[src/whc_pkg.sv]
// Shared types, constants and helper functions for the WAV header check block.
package whc_pkg;

	localparam int HEADER_BYTES = 44;
	localparam int CNT_W        = 25;
	localparam int LEN_W        = 33;
	localparam int MAX_W        = 24;
	localparam int ADDR_W       = 3;

	localparam logic [CNT_W-1:0] COUNT_MAX      = {CNT_W{1'b1}};
	localparam logic [CNT_W-1:0] HDR_LAST_POS   = CNT_W'(HEADER_BYTES - 1);
	localparam logic [CNT_W-1:0] HDR_BYTES_CNT  = CNT_W'(HEADER_BYTES);
	localparam logic [LEN_W-1:0] HDR_BYTES_LEN  = LEN_W'(HEADER_BYTES);
	// riff_len + 8 == data_len + 44  <=>  riff_len == data_len + 36
	localparam logic [LEN_W-1:0] RIFF_OFFSET    = LEN_W'(HEADER_BYTES - 8);
	localparam logic [MAX_W-1:0] MAX_FILE_RESET = 24'd2097152;
	localparam logic [31:0]      CRC_POLY       = 32'hEDB88320;
	localparam logic [31:0]      CRC_ONES       = 32'hFFFFFFFF;

	// Register word index (bit 2 of the byte address)
	localparam logic REG_MAX_FILE = 1'b0;

	typedef enum logic [1:0] {
		ST_OK   = 2'd0,
		ST_SIZE = 2'd1,
		ST_WAV  = 2'd2
	} status_t;

	// Result word, status in the low bits
	typedef struct packed {
		logic [5:0]       pad;
		logic [31:0]      crc;
		logic [MAX_W-1:0] committed;
		status_t          status;
	} result_t;

	// Expected header byte, care = 0 for the two length fields
	typedef struct packed {
		logic       care;
		logic [7:0] val;
	} hdr_exp_t;

	function automatic hdr_exp_t hdr_expect(input logic [5:0] pos);
		hdr_exp_t e;
		e = '{care: 1'b1, val: 8'h00};
		case (pos)
			6'd0:  e.val = 8'h52; // R
			6'd1:  e.val = 8'h49; // I
			6'd2:  e.val = 8'h46; // F
			6'd3:  e.val = 8'h46; // F
			6'd4, 6'd5, 6'd6, 6'd7: e.care = 1'b0;
			6'd8:  e.val = 8'h57; // W
			6'd9:  e.val = 8'h41; // A
			6'd10: e.val = 8'h56; // V
			6'd11: e.val = 8'h45; // E
			6'd12: e.val = 8'h66; // f
			6'd13: e.val = 8'h6D; // m
			6'd14: e.val = 8'h74; // t
			6'd15: e.val = 8'h20; // space
			6'd16: e.val = 8'h10; // fmt chunk size 16
			6'd20: e.val = 8'h01; // PCM
			6'd22: e.val = 8'h01; // mono
			6'd24: e.val = 8'hC0; // 24000 Hz
			6'd25: e.val = 8'h5D;
			6'd28: e.val = 8'h80; // 48000 B/s
			6'd29: e.val = 8'hBB;
			6'd32: e.val = 8'h02; // block align
			6'd34: e.val = 8'h10; // 16 bits
			6'd36: e.val = 8'h64; // d
			6'd37: e.val = 8'h61; // a
			6'd38: e.val = 8'h74; // t
			6'd39: e.val = 8'h61; // a
			6'd40, 6'd41, 6'd42, 6'd43: e.care = 1'b0;
			default: e.val = 8'h00;
		endcase
		return e;
	endfunction

	// Reflected CRC-32, one byte
	function automatic logic [31:0] crc_byte(input logic [31:0] crc_in, input logic [7:0] b);
		logic [31:0] c;
		c = crc_in ^ {24'd0, b};
		for (int k = 0; k < 8; k++) begin
			c = (c >> 1) ^ (c[0] ? CRC_POLY : 32'd0);
		end
		return c;
	endfunction

endpackage

[src/wav_header_check_crc32.sv]
// Streaming WAV header check: each file's result is registered from its final byte.
// Throughput one byte per cycle while s_tready is high; the CRC byte update and header
// compare sit between the byte counter and the result register.
// A one-entry skid behind the result register keeps s_tready high unless two results wait.
// Reset (arst_n low) clears the counter, flags, CRC and output valids; max_file_bytes
// returns to 2097152. After each final byte the per-file state returns to reset.
module wav_header_check_crc32 (
	input  logic                           clk,
	input  logic                           arst_n,
	// input stream
	input  logic                           s_tvalid,
	output logic                           s_tready,
	input  logic [7:0]                     s_tdata,  // [7:0] file_byte
	input  logic                           s_tlast,  // last_byte
	// result stream
	output logic                           m_tvalid,
	input  logic                           m_tready,
	output logic [63:0]                    m_tdata,  // [1:0] status, [25:2] committed_bytes,
	                                                 // [57:26] crc_value, [63:58] zero
	// configuration
	input  logic                           psel,
	input  logic                           penable,
	input  logic                           pwrite,
	input  logic [whc_pkg::ADDR_W-1:0]     paddr,
	input  logic [31:0]                    pwdata,
	output logic [31:0]                    prdata,
	output logic                           pready
);

	// Configuration register
	logic [whc_pkg::MAX_W-1:0] max_file_q;
	logic                      cfg_wr;

	assign pready = 1'b1;
	assign cfg_wr = psel & penable & pwrite & pready & (paddr[2] == whc_pkg::REG_MAX_FILE);
	assign prdata = (paddr[2] == whc_pkg::REG_MAX_FILE) ? {8'd0, max_file_q} : 32'd0;

	always_ff @(posedge clk or negedge arst_n) begin
		if (!arst_n) begin
			max_file_q <= whc_pkg::MAX_FILE_RESET;
		end else if (cfg_wr) begin
			max_file_q <= pwdata[whc_pkg::MAX_W-1:0];
		end
	end

	// Per-file state
	logic [whc_pkg::CNT_W-1:0] count_q;
	logic [whc_pkg::LEN_W-1:0] committed_q;
	logic [31:0]               crc_q;
	logic                      hdr_ok_q;
	logic                      riff_ok_q;
	logic                      data_ok_q;
	logic [31:0]               riff_q;
	logic [23:0]               data_lo_q;

	// Result register and skid stage
	whc_pkg::result_t          out_q;
	whc_pkg::result_t          skid_q;
	logic                      out_valid_q;
	logic                      skid_valid_q;

	logic                      acc;
	logic                      in_hdr;
	logic                      is_last_hdr;
	whc_pkg::hdr_exp_t         exp_b;
	logic                      byte_ok;
	logic [31:0]               data_full;
	logic [whc_pkg::LEN_W-1:0] cmt_new;
	logic                      riff_ok_new;
	logic                      data_ok_new;
	logic                      crc_en;
	logic [31:0]               crc_nxt;
	logic [whc_pkg::CNT_W-1:0] count_nxt;
	logic [whc_pkg::LEN_W-1:0] cmt_fin;
	logic                      hdr_fin;
	logic                      riff_fin;
	logic                      data_fin;
	logic                      size_bad;
	logic                      wav_ok;
	whc_pkg::result_t          res;
	logic                      push;
	logic                      pop;

	assign s_tready = ~skid_valid_q;
	assign acc      = s_tvalid & s_tready;

	// Header position decode and byte compare
	assign in_hdr      = count_q < whc_pkg::HDR_BYTES_CNT;
	assign is_last_hdr = count_q == whc_pkg::HDR_LAST_POS;
	assign exp_b       = whc_pkg::hdr_expect(count_q[5:0]);
	assign byte_ok     = ~in_hdr | ~exp_b.care | (exp_b.val == s_tdata);

	// Length fields complete on the last header byte
	assign data_full   = {s_tdata, data_lo_q};
	assign cmt_new     = {1'b0, data_full} + whc_pkg::HDR_BYTES_LEN;
	assign riff_ok_new = {1'b0, riff_q} == ({1'b0, data_full} + whc_pkg::RIFF_OFFSET);
	assign data_ok_new = (data_full != 32'd0) & ~data_full[0];

	// CRC covers header and declared data only
	assign crc_en  = in_hdr | ({8'd0, count_q} < committed_q);
	assign crc_nxt = crc_en ? whc_pkg::crc_byte(crc_q, s_tdata) : crc_q;

	// Saturating byte count
	assign count_nxt = (count_q == whc_pkg::COUNT_MAX) ? count_q : count_q + 1'b1;

	// Final checks, bypassing the flags when the file ends on the last header byte
	assign cmt_fin  = is_last_hdr ? cmt_new : committed_q;
	assign riff_fin = is_last_hdr ? riff_ok_new : riff_ok_q;
	assign data_fin = is_last_hdr ? data_ok_new : data_ok_q;
	assign hdr_fin  = hdr_ok_q & byte_ok;
	assign size_bad = (count_nxt < whc_pkg::HDR_BYTES_CNT) | (count_nxt > {1'b0, max_file_q});
	assign wav_ok   = hdr_fin & riff_fin & data_fin & (cmt_fin <= {8'd0, count_nxt});

	always_comb begin
		res = '0;
		if (size_bad) begin
			res.status = whc_pkg::ST_SIZE;
		end else if (!wav_ok) begin
			res.status = whc_pkg::ST_WAV;
		end else begin
			res.status    = whc_pkg::ST_OK;
			res.committed = cmt_fin[whc_pkg::MAX_W-1:0];
			res.crc       = ~crc_nxt;
		end
	end

	// Per-file state update
	always_ff @(posedge clk or negedge arst_n) begin
		if (!arst_n) begin
			count_q     <= '0;
			committed_q <= '0;
			crc_q       <= whc_pkg::CRC_ONES;
			hdr_ok_q    <= 1'b1;
			riff_ok_q   <= 1'b0;
			data_ok_q   <= 1'b0;
		end else if (acc) begin
			if (s_tlast) begin
				count_q     <= '0;
				committed_q <= '0;
				crc_q       <= whc_pkg::CRC_ONES;
				hdr_ok_q    <= 1'b1;
				riff_ok_q   <= 1'b0;
				data_ok_q   <= 1'b0;
			end else begin
				count_q  <= count_nxt;
				crc_q    <= crc_nxt;
				hdr_ok_q <= hdr_fin;
				if (is_last_hdr) begin
					committed_q <= cmt_new;
					riff_ok_q   <= riff_ok_new;
					data_ok_q   <= data_ok_new;
				end
			end
		end
	end

	// Length field capture (no reset needed)
	always_ff @(posedge clk) begin
		if (acc && count_q[whc_pkg::CNT_W-1:3] == '0 && count_q[2]) begin
			riff_q[count_q[1:0]*8 +: 8] <= s_tdata;
		end
		if (acc && count_q >= 25'd40 && count_q <= 25'd42) begin
			data_lo_q[count_q[1:0]*8 +: 8] <= s_tdata;
		end
	end

	// Result register with skid stage
	assign push = acc & s_tlast;
	assign pop  = out_valid_q & m_tready;

	always_ff @(posedge clk or negedge arst_n) begin
		if (!arst_n) begin
			out_valid_q  <= 1'b0;
			skid_valid_q <= 1'b0;
		end else if (skid_valid_q) begin
			if (pop) begin
				skid_valid_q <= 1'b0;
			end
		end else if (push) begin
			if (out_valid_q && !pop) begin
				skid_valid_q <= 1'b1;
			end else begin
				out_valid_q <= 1'b1;
			end
		end else if (pop) begin
			out_valid_q <= 1'b0;
		end
	end

	always_ff @(posedge clk) begin
		if (skid_valid_q) begin
			if (pop) begin
				out_q <= skid_q;
			end
		end else if (push) begin
			if (out_valid_q && !pop) begin
				skid_q <= res;
			end else begin
				out_q <= res;
			end
		end
	end

	assign m_tvalid = out_valid_q;
	assign m_tdata  = out_q;

	// Assertions
	a_skid_behind_out : assert property (@(posedge clk) disable iff (!arst_n)
		skid_valid_q |-> out_valid_q)
		else $error("skid holds a result while the output register is empty");

	a_fail_zero : assert property (@(posedge clk) disable iff (!arst_n)
		(m_tvalid && out_q.status != whc_pkg::ST_OK) |-> (out_q.committed == '0 && out_q.crc == '0))
		else $error("failed result carries a length or CRC");

	a_clear_after_last : assert property (@(posedge clk) disable iff (!arst_n)
		(s_tvalid && s_tready && s_tlast) |=> (count_q == '0 && crc_q == whc_pkg::CRC_ONES))
		else $error("file state not cleared after final byte");

	a_no_commit_in_hdr : assert property (@(posedge clk) disable iff (!arst_n)
		(count_q < whc_pkg::HDR_BYTES_CNT) |-> (committed_q == '0))
		else $error("committed length set before the header is complete");

endmodule

[config.mk]
export PLATFORM = sky130hd
export DESIGN_NAME = wav_header_check_crc32
export DESIGN_NICKNAME = d
export VERILOG_FILES = /design/src/whc_pkg.sv /design/src/wav_header_check_crc32.sv
export SDC_FILE = /design/constraint.sdc
export NUM_CORES = 1
export LEC_CHECK = 0
export BUFFER_PORTS_ARGS = -buffer_cell sky130_fd_sc_hd__buf_2
export CORE_ASPECT_RATIO = 1.25
export CORE_MARGIN = 5
export CORE_UTILIZATION = 40
export DETAILED_ROUTE_END_ITERATION = 10
export MAX_ROUTING_LAYER = met4
export SLEW_MARGIN = 20
export SYNTH_ARGS = -nofsm -noshare
export SYNTH_HDL_FRONTEND = slang
export SYNTH_SLANG_ARGS = --single-unit
[constraint.sdc]
create_clock -name clk -period 5.5 [get_ports clk]
set_clock_uncertainty 0.05 [all_clocks]
set_input_delay 0.55 -clock clk [delete_from_list [all_inputs] [get_ports clk]]
set_output_delay 0.55 -clock clk [all_outputs]
set_load 0.05 [all_outputs]
==> run metrics, run 1 <==
Max-Cap Viols 0; Post-synth ARST share 0.4089; largest net degree at the start of global routing 97; vias 14910; syn_area_per_cell 9.770 um2; gpl congestion 0.9705; Reg clk slew, reported paths 60 ps; Final Power 8.910 mW; Max clock buf depth 3; Synth area leader edfxtp_1; Net count, final 2105; vias in the first global route 14760; commonest cells in the netlist 191 x nand2_1, 172 x edfxtp_1, 117 x inv_1; DP HPWL 41.80 mm; number of port buffers 124; Most common cell on crit path nand4_1; Req. time, crit path 5810 ps; Sink Count 291; Crit path arrival time 5500 ps; Area growth, synth to finish 14.68%; initial drt markers 1347; switching part of the total 0.4094; via/cell ratio 5.792; leakage power 8.256 nW; Tcrit/Tclk final 0.9444; min cycle time layout 5194 ps; antenna cells 0; GRT Total Usage 0.2286; Net Switching 3.648 mW; # IOs 150; unrepaired setup endpoints after global routing no; DRT Pass-1 Iters 6; relative slew slack 0.2788; Horiz. Die Dim 200.5 um; FMAX 0.1925 GHz; Die H 248.2 um; Starting Density 0.4028; worst vdd ir 0.0004436 V; crit-path cells and3_1 > and4_1 > a21oi_1 > nand4_1 > xor2_1 > inv_1 > ha_1 > nand4_1 > or3_1 > nor4_1 > nor2_1 > a211oi_1 > buf_4 > nand2_4 > buf_12 > o41ai_1; post-synthesis register bit count 291; total congestion overflow 0; CTS H-tree lvls 1; fill count 4318; register area share after synthesis 0.4509; Pins Over Slew Limit 0; post-synth top area share 0.2845; final hold viol count 0; P_int 5.262 mW; crit-path max FO 67; Post-Syn Area 18150 um2; share of cells above drive strength 1 0.1949; # setup viols final 0; non-filler cells, final 2574; Register Area 8189 um2; CP Class flop to flop; top cells by area, synth edfxtp_1 28%, dfrtp_1 12%, ha_1 5.7%; multi-input logic area 8981 um2; DIE AREA 49770 um2; synth unique cells 83; setup_tns 0 ps; Final ANT Viol Nets 0; most common cell in the synthesized netlist nand2_1; Worst path top cell family by delay simple AND/OR/NAND/NOR gates; Worst Hold Class input port to flop; core box area 45070 um2; CP Launch Type flop; Clock Root Buffer clkbuf_16; Syn. warnings 0; PD cells 428.0 nW/um2; CP Capture Type flop; Comb pwr share 0.409; Residual DRC 0; first-pass GRT wire length 87.49 mm; CTS Buf Count 31; Reg power frac 0.333; Wirelength per Cell 22.25 um; number of synthesized flops with an enable pin 172; clock network power share 0.258; Post-Syn Instances 1858; critical path's slowest cell dfrtp_1; CP bufs+invs 3; leading register cell type out of synthesis edfxtp_1; status completed; Post-Route WL 57.26 mm; worst-skew pair later-pin latency 600 ps; crit-path max cell delay 510 ps; placed insts 2512; CTS tree built; Core Rows 87; Worst-Margin Slew 1079 ps; initial antenna violation count 0
repair_timing:
item	CTS	global route
setup buffers	0	3
hold buffers	1	0
endpoints found under the setup margin	0	66
resized for setup	0	5
endpoints found under the hold margin	21	0
flip-flops by register name (all words and copies together), names as in the netlist:
register and cells:
hdr_ok_q 1, skid_q 58, m_tdata 58, riff_ok_q 1, count_q 25, riff_q 32, data_ok_q 1, max_file_q 24
skid_valid_q 1, data_lo_q 24, m_tvalid 1, committed_q 33, crc_q 32
cells by family after synthesis:
kind of cell / synth area share
compound gates: 0.1547
simple gates: 0.1714
mux: 0.02371
xor+xnor: 0.07865
fa+ha+maj: 0.05721
flops: 0.4509
buf+inv: 0.06300
other cells: 0.0004137
layer usage:
metal | up-vias | wire length (um) | track usage
met5 | - | 0 | -
met4 | 0 | 2764 | 0.09883
met3 | 159 | 2886 | 0.02422
met2 | 555 | 28770 | 0.3958
met1 | 7253 | 22840 | 0.2736
li1 | 6941 | - | -
metrics by stage:
step / cell area (um2) / setup WS (ps) / util / hold WS (ps)
after global placement: 19640 / 260.6 / 0.4358 / 415.2
final: 20820 / 305.9 / 0.4619 / 98.82
after global routing: 20820 / 16.51 / 0.4619 / 85.22
after floorplan: 18200 / 903.9 / - / 204.4
after detailed placement: 19640 / 282.6 / 0.4359 / 428.9
after CTS: 20770 / 245.2 / 0.4608 / 63.67
layout make-up:
type / instances / area share
clock inverters: 16 / 0.009857
multi-input cells: 1314 / 0.4314
inverters: 119 / 0.02146
clock buffers: 42 / 0.04363
well taps: 578 / 0.03474
repair buffers: 214 / 0.06551
flip-flops and latches: 291 / 0.3934
power by group through the flow:
stage          clock [mW]  sequential (mW)  combinational [mW]
2_1_floorplan           0             3.36                2.22
3_3_place_gp            0             3.00                3.58
3_5_place_dp            0             3.01                3.61
4_1_cts              2.34             2.97                3.64
5_1_grt              2.42             3.00                3.92
6_report             2.30             2.97                3.65
placed cells by master, fill, tap and decap left out, types with 11 or more instances in the layout:
master     netlist  routed
a211oi_1        11      11
nor4_1          33      32
nand4_1         32      32
nand3_1         34      34
clkbuf_16        0      32
mux2_2          32      32
inv_1          117     117
o22ai_1         33      33
o31ai_1         11      11
or3_1           13      13
edfxtp_1       172     172
o21ai_0         96      96
dfstp_2         34      34
nor2_1         103     103
and4_1          15      15
a21o_1          15      15
nand2_1        191     190
buf_4           19      85
ha_1            83      83
buf_2           40     123
and2_1          45      45
o41ai_2         22      25
xor2_1          61      61
dfrtp_1         85      84
a21oi_1         79      77
o41ai_1         36      33
xnor2_1        102     102
nor3_1          84      83
conb_1           2      15
worst paths after layout:
kind | start | end | slack, ps | cells after the start
max in group asynchronous | arst_n | committed_q[12]$_DFFE_PN0P_ | 3500 | 3
worst max register to register | count_q[17]$_DFFE_PN0P_ | m_tdata[52]$_DFFE_PP_ | 310 | 16
min in group asynchronous | arst_n | max_file_q[13]$_DFFE_PN0P_ | 520 | 2
worst max-delay path | count_q[17]$_DFFE_PN0P_ | m_tdata[52]$_DFFE_PP_ | 310 | 16
worst min register to register | committed_q[0]$_DFFE_PN0P_ | committed_q[0]$_DFFE_PN0P_ | 450 | 2
worst min-delay path | m_tready | skid_valid_q$_DFF_PN0_ | 100 | 2
Note: power is estimated with default switching activity, not from simulation.
==> run 2: changes to the inputs <==
--- a/config.mk
+++ b/config.mk
@@ -11,6 +11,7 @@
 export CORE_UTILIZATION = 40
 export DETAILED_ROUTE_END_ITERATION = 10
 export MAX_ROUTING_LAYER = met4
+export PLACE_DENSITY = 0.71
 export SLEW_MARGIN = 20
 export SYNTH_ARGS = -nofsm -noshare
 export SYNTH_HDL_FRONTEND = slang
==> constraint.sdc (replaced) <==
create_clock -name clk -period 4.51 [get_ports clk]
set_clock_uncertainty 0.05 [all_clocks]
set_input_delay 0.451 -clock clk [delete_from_list [all_inputs] [get_ports clk]]
set_output_delay 0.451 -clock clk [all_outputs]
set_load 0.05 [all_outputs]
==> run metrics, run 2 (synthesis results as in run 1) <==
final hold slack 72.28 ps (-26.53 ps); via/cell ratio 6.053 (+4.5%); gpl congestion 0.9656 (-0.50%); Tcrit/Tclk final 1.061 (+0.1168); switching part of the total 0.4421 (+0.03270); Net Switching 5.303 mW (+45%); commonest cells after routing, fill and taps aside 249 x buf_4, 186 x nand2_1, 172 x edfxtp_1; Register Area 8192 um2 (about the same); violated checks setup timing; CP Class flop to flop; CP Launch Type flop; CTS tree built; Post-Route WL 69.65 mm (+22%); Reg power frac 0.302 (-0.031); min cycle time layout 4786 ps (-408.1 ps); DRT Pass-1 Iters 5 (-1); crit-path max FO 7 (-90%); Clock Root Buffer clkbuf_16; vias 17030 (+14%); Pins Over Slew Limit 0 (unchanged); Reg clk slew, reported paths 70 ps (about the same); final worst slack -276.0 ps (-581.9 ps); Final Power 11.99 mW (+35%); Area growth, synth to finish 37.79%; Core Rows 87 (unchanged); antenna cells 0 (unchanged); DIE AREA 49770 um2 (unchanged); # IOs 150 (unchanged); PD cells 479.5 nW/um2 (+12%); clock network power share 0.244 (-0.014); worst-skew pair later-pin latency 570 ps (-30 ps); placed insts 2657 (+5.8%); relative slew slack 0.2713 (-0.007522); FMAX 0.2089 GHz (+8.5%); initial drt markers 1877 (+39%); multi-input logic area 10660 um2 (+19%); Die H 248.2 um (unchanged); Final ANT Viol Nets 0 (unchanged); total congestion overflow 0 (unchanged); initial antenna violation count 0 (unchanged); Wirelength per Cell 24.76 um (+11%); Sink Count 291 (unchanged); Crit path arrival time 5080 ps (-420 ps); fill count 3700 (-14%); number of port buffers 124 (unchanged); unrepaired setup endpoints after global routing yes; worst vdd ir 0.0007177 V (+62%); Max clock buf depth 3 (unchanged); CTS H-tree lvls 2 (+1); Horiz. Die Dim 200.5 um (unchanged); final hold viol count 0 (unchanged); Req. time, crit path 4810 ps (-1000 ps); leakage power 11.06 nW (+34%); CP Capture Type flop; status finished with violations; Residual DRC 0 (unchanged); final core utilization 0.5550 (+0.09309); share of cells above drive strength 1 0.3544 (+0.1595); DP HPWL 43.62 mm (+4.4%); non-filler cells, final 2813 (+9.3%); commonest non-fill, non-tap cell in the layout buf_4; GRT Total Usage 0.2517 (+0.02311); first-pass GRT wire length 95.62 mm (+9.3%); Net count, final 2343 (+11%); # setup viols final 103 (+103); P_int 6.691 mW (+27%); Worst Hold Class input port to flop; Worst-Margin Slew 1082 ps (+2.467 ps); Comb pwr share 0.454 (+0.045); core box area 45070 um2 (unchanged); CTS Buf Count 34 (+9.7%); Starting Density 0.4028 (unchanged); Max-Cap Viols 0 (unchanged); vias in the first global route 16020 (+8.6%); largest net degree at the start of global routing 120 (+24%)
run 2: cell types whose count changed in the layout (fill, tap and decap cells not counted), moves of 10 or more:
| cell | change |
|---|---|
| nor3_2 | +33 |
| buf_16 | +15 |
| nor3_1 | -60 |
| buf_6 | +32 |
| buf_12 | +13 |
| nor3_4 | +27 |
| clkbuf_16 | +11 |
| a21oi_1 | -10 |
| o41ai_1 | -31 |
| buf_4 | +164 |
| o41ai_4 | +38 |
run 2: repair_timing:
action / in CTS / in global routing
resized for setup: 120 / 216
setup buffers: 40 / 32
endpoints found under the setup margin: 116 / 117
endpoints found under the hold margin: 31 / 0
hold buffers: 1 / 0
cloned: 14 / 8
pin swaps: 20 / 96
run 2: path summary, 6_finish.rpt:
| path | cells past startpoint | slack [ps] | start | endpoint |
|---|---|---|---|---|
| setup / recovery | 20 | -280 | count_q[15]$_DFFE_PN0P_ | m_tdata[56]$_DFFE_PP_ |
| hold / removal | 2 | 70 | pwdata[14] | max_file_q[14]$_DFFE_PN0P_ |
| setup reg to reg | 20 | -280 | count_q[15]$_DFFE_PN0P_ | m_tdata[56]$_DFFE_PP_ |
| hold reg to reg | 2 | 450 | committed_q[0]$_DFFE_PN0P_ | committed_q[0]$_DFFE_PN0P_ |
| max in group asynchronous | 3 | 3350 | arst_n | skid_valid_q$_DFF_PN0_ |
| min in group asynchronous | 3 | 510 | arst_n | count_q[17]$_DFFE_PN0P_ |
run 2: power by group through the flow:
stage / logic [mW] / clock network, mW / registers (mW)
global placement: 4.46 / 0 / 3.63
CTS: 4.72 / 2.93 / 3.60
finish: 5.45 / 2.92 / 3.62
floorplan: 2.71 / 0 / 4.09
global route: 5.74 / 3.06 / 3.65
detailed placement: 4.52 / 0 / 3.65
run 2: layout make-up:
class,count,share of cell area
repair buffers,447,0.1533
clock buffers,47,0.03847
well taps,578,0.02891
clock inverters,15,0.007754
multi-input cells,1316,0.4262
flip-flops and latches,291,0.3275
inverters,119,0.01786
run 2: worst max-delay path: stages, from the launching register on:
cell,delay (ps)
dfrtp_2,450
buf_4,160
and2_4,150
buf_4,130
and4_2,250
a211oi_2,190
buf_4,180
nand4_1,120
buf_4,170
xnor2_2,160
ha_1,290
nand4_1,190
or3_4,440
nor4_4,180
nor2_1,90
a211oi_2,330
buf_6,210
nand2_8,140
buf_16,200
buf_4,160
o41ai_4,310
run 2: routing by layer:
| layer | part of all wire | vias to the layer above | global-route usage | wire [um] |
|---|---|---|---|---|
| met4 | 0.069 | 0 | 0.1094 | 4800 |
| li1 | - | 7456 | - | - |
| met5 | 0 | - | - | 0 |
| met3 | 0.069 | 255 | 0.03099 | 4806 |
| met2 | 0.49 | 957 | 0.4287 | 34180 |
| met1 | 0.37 | 8359 | 0.3042 | 25860 |
run 2: per-stage QoR:
step	setup TNS (ps)	setup WS, ps	cell area (um2)
finish	-11320	-276.0	25010
global route	-29140	-392.7	25010
CTS	-3713	-93.65	23260
detailed placement	-50370	-757.6	20780
global placement	-45800	-673.7	20780
floorplan	0	27.02	18210
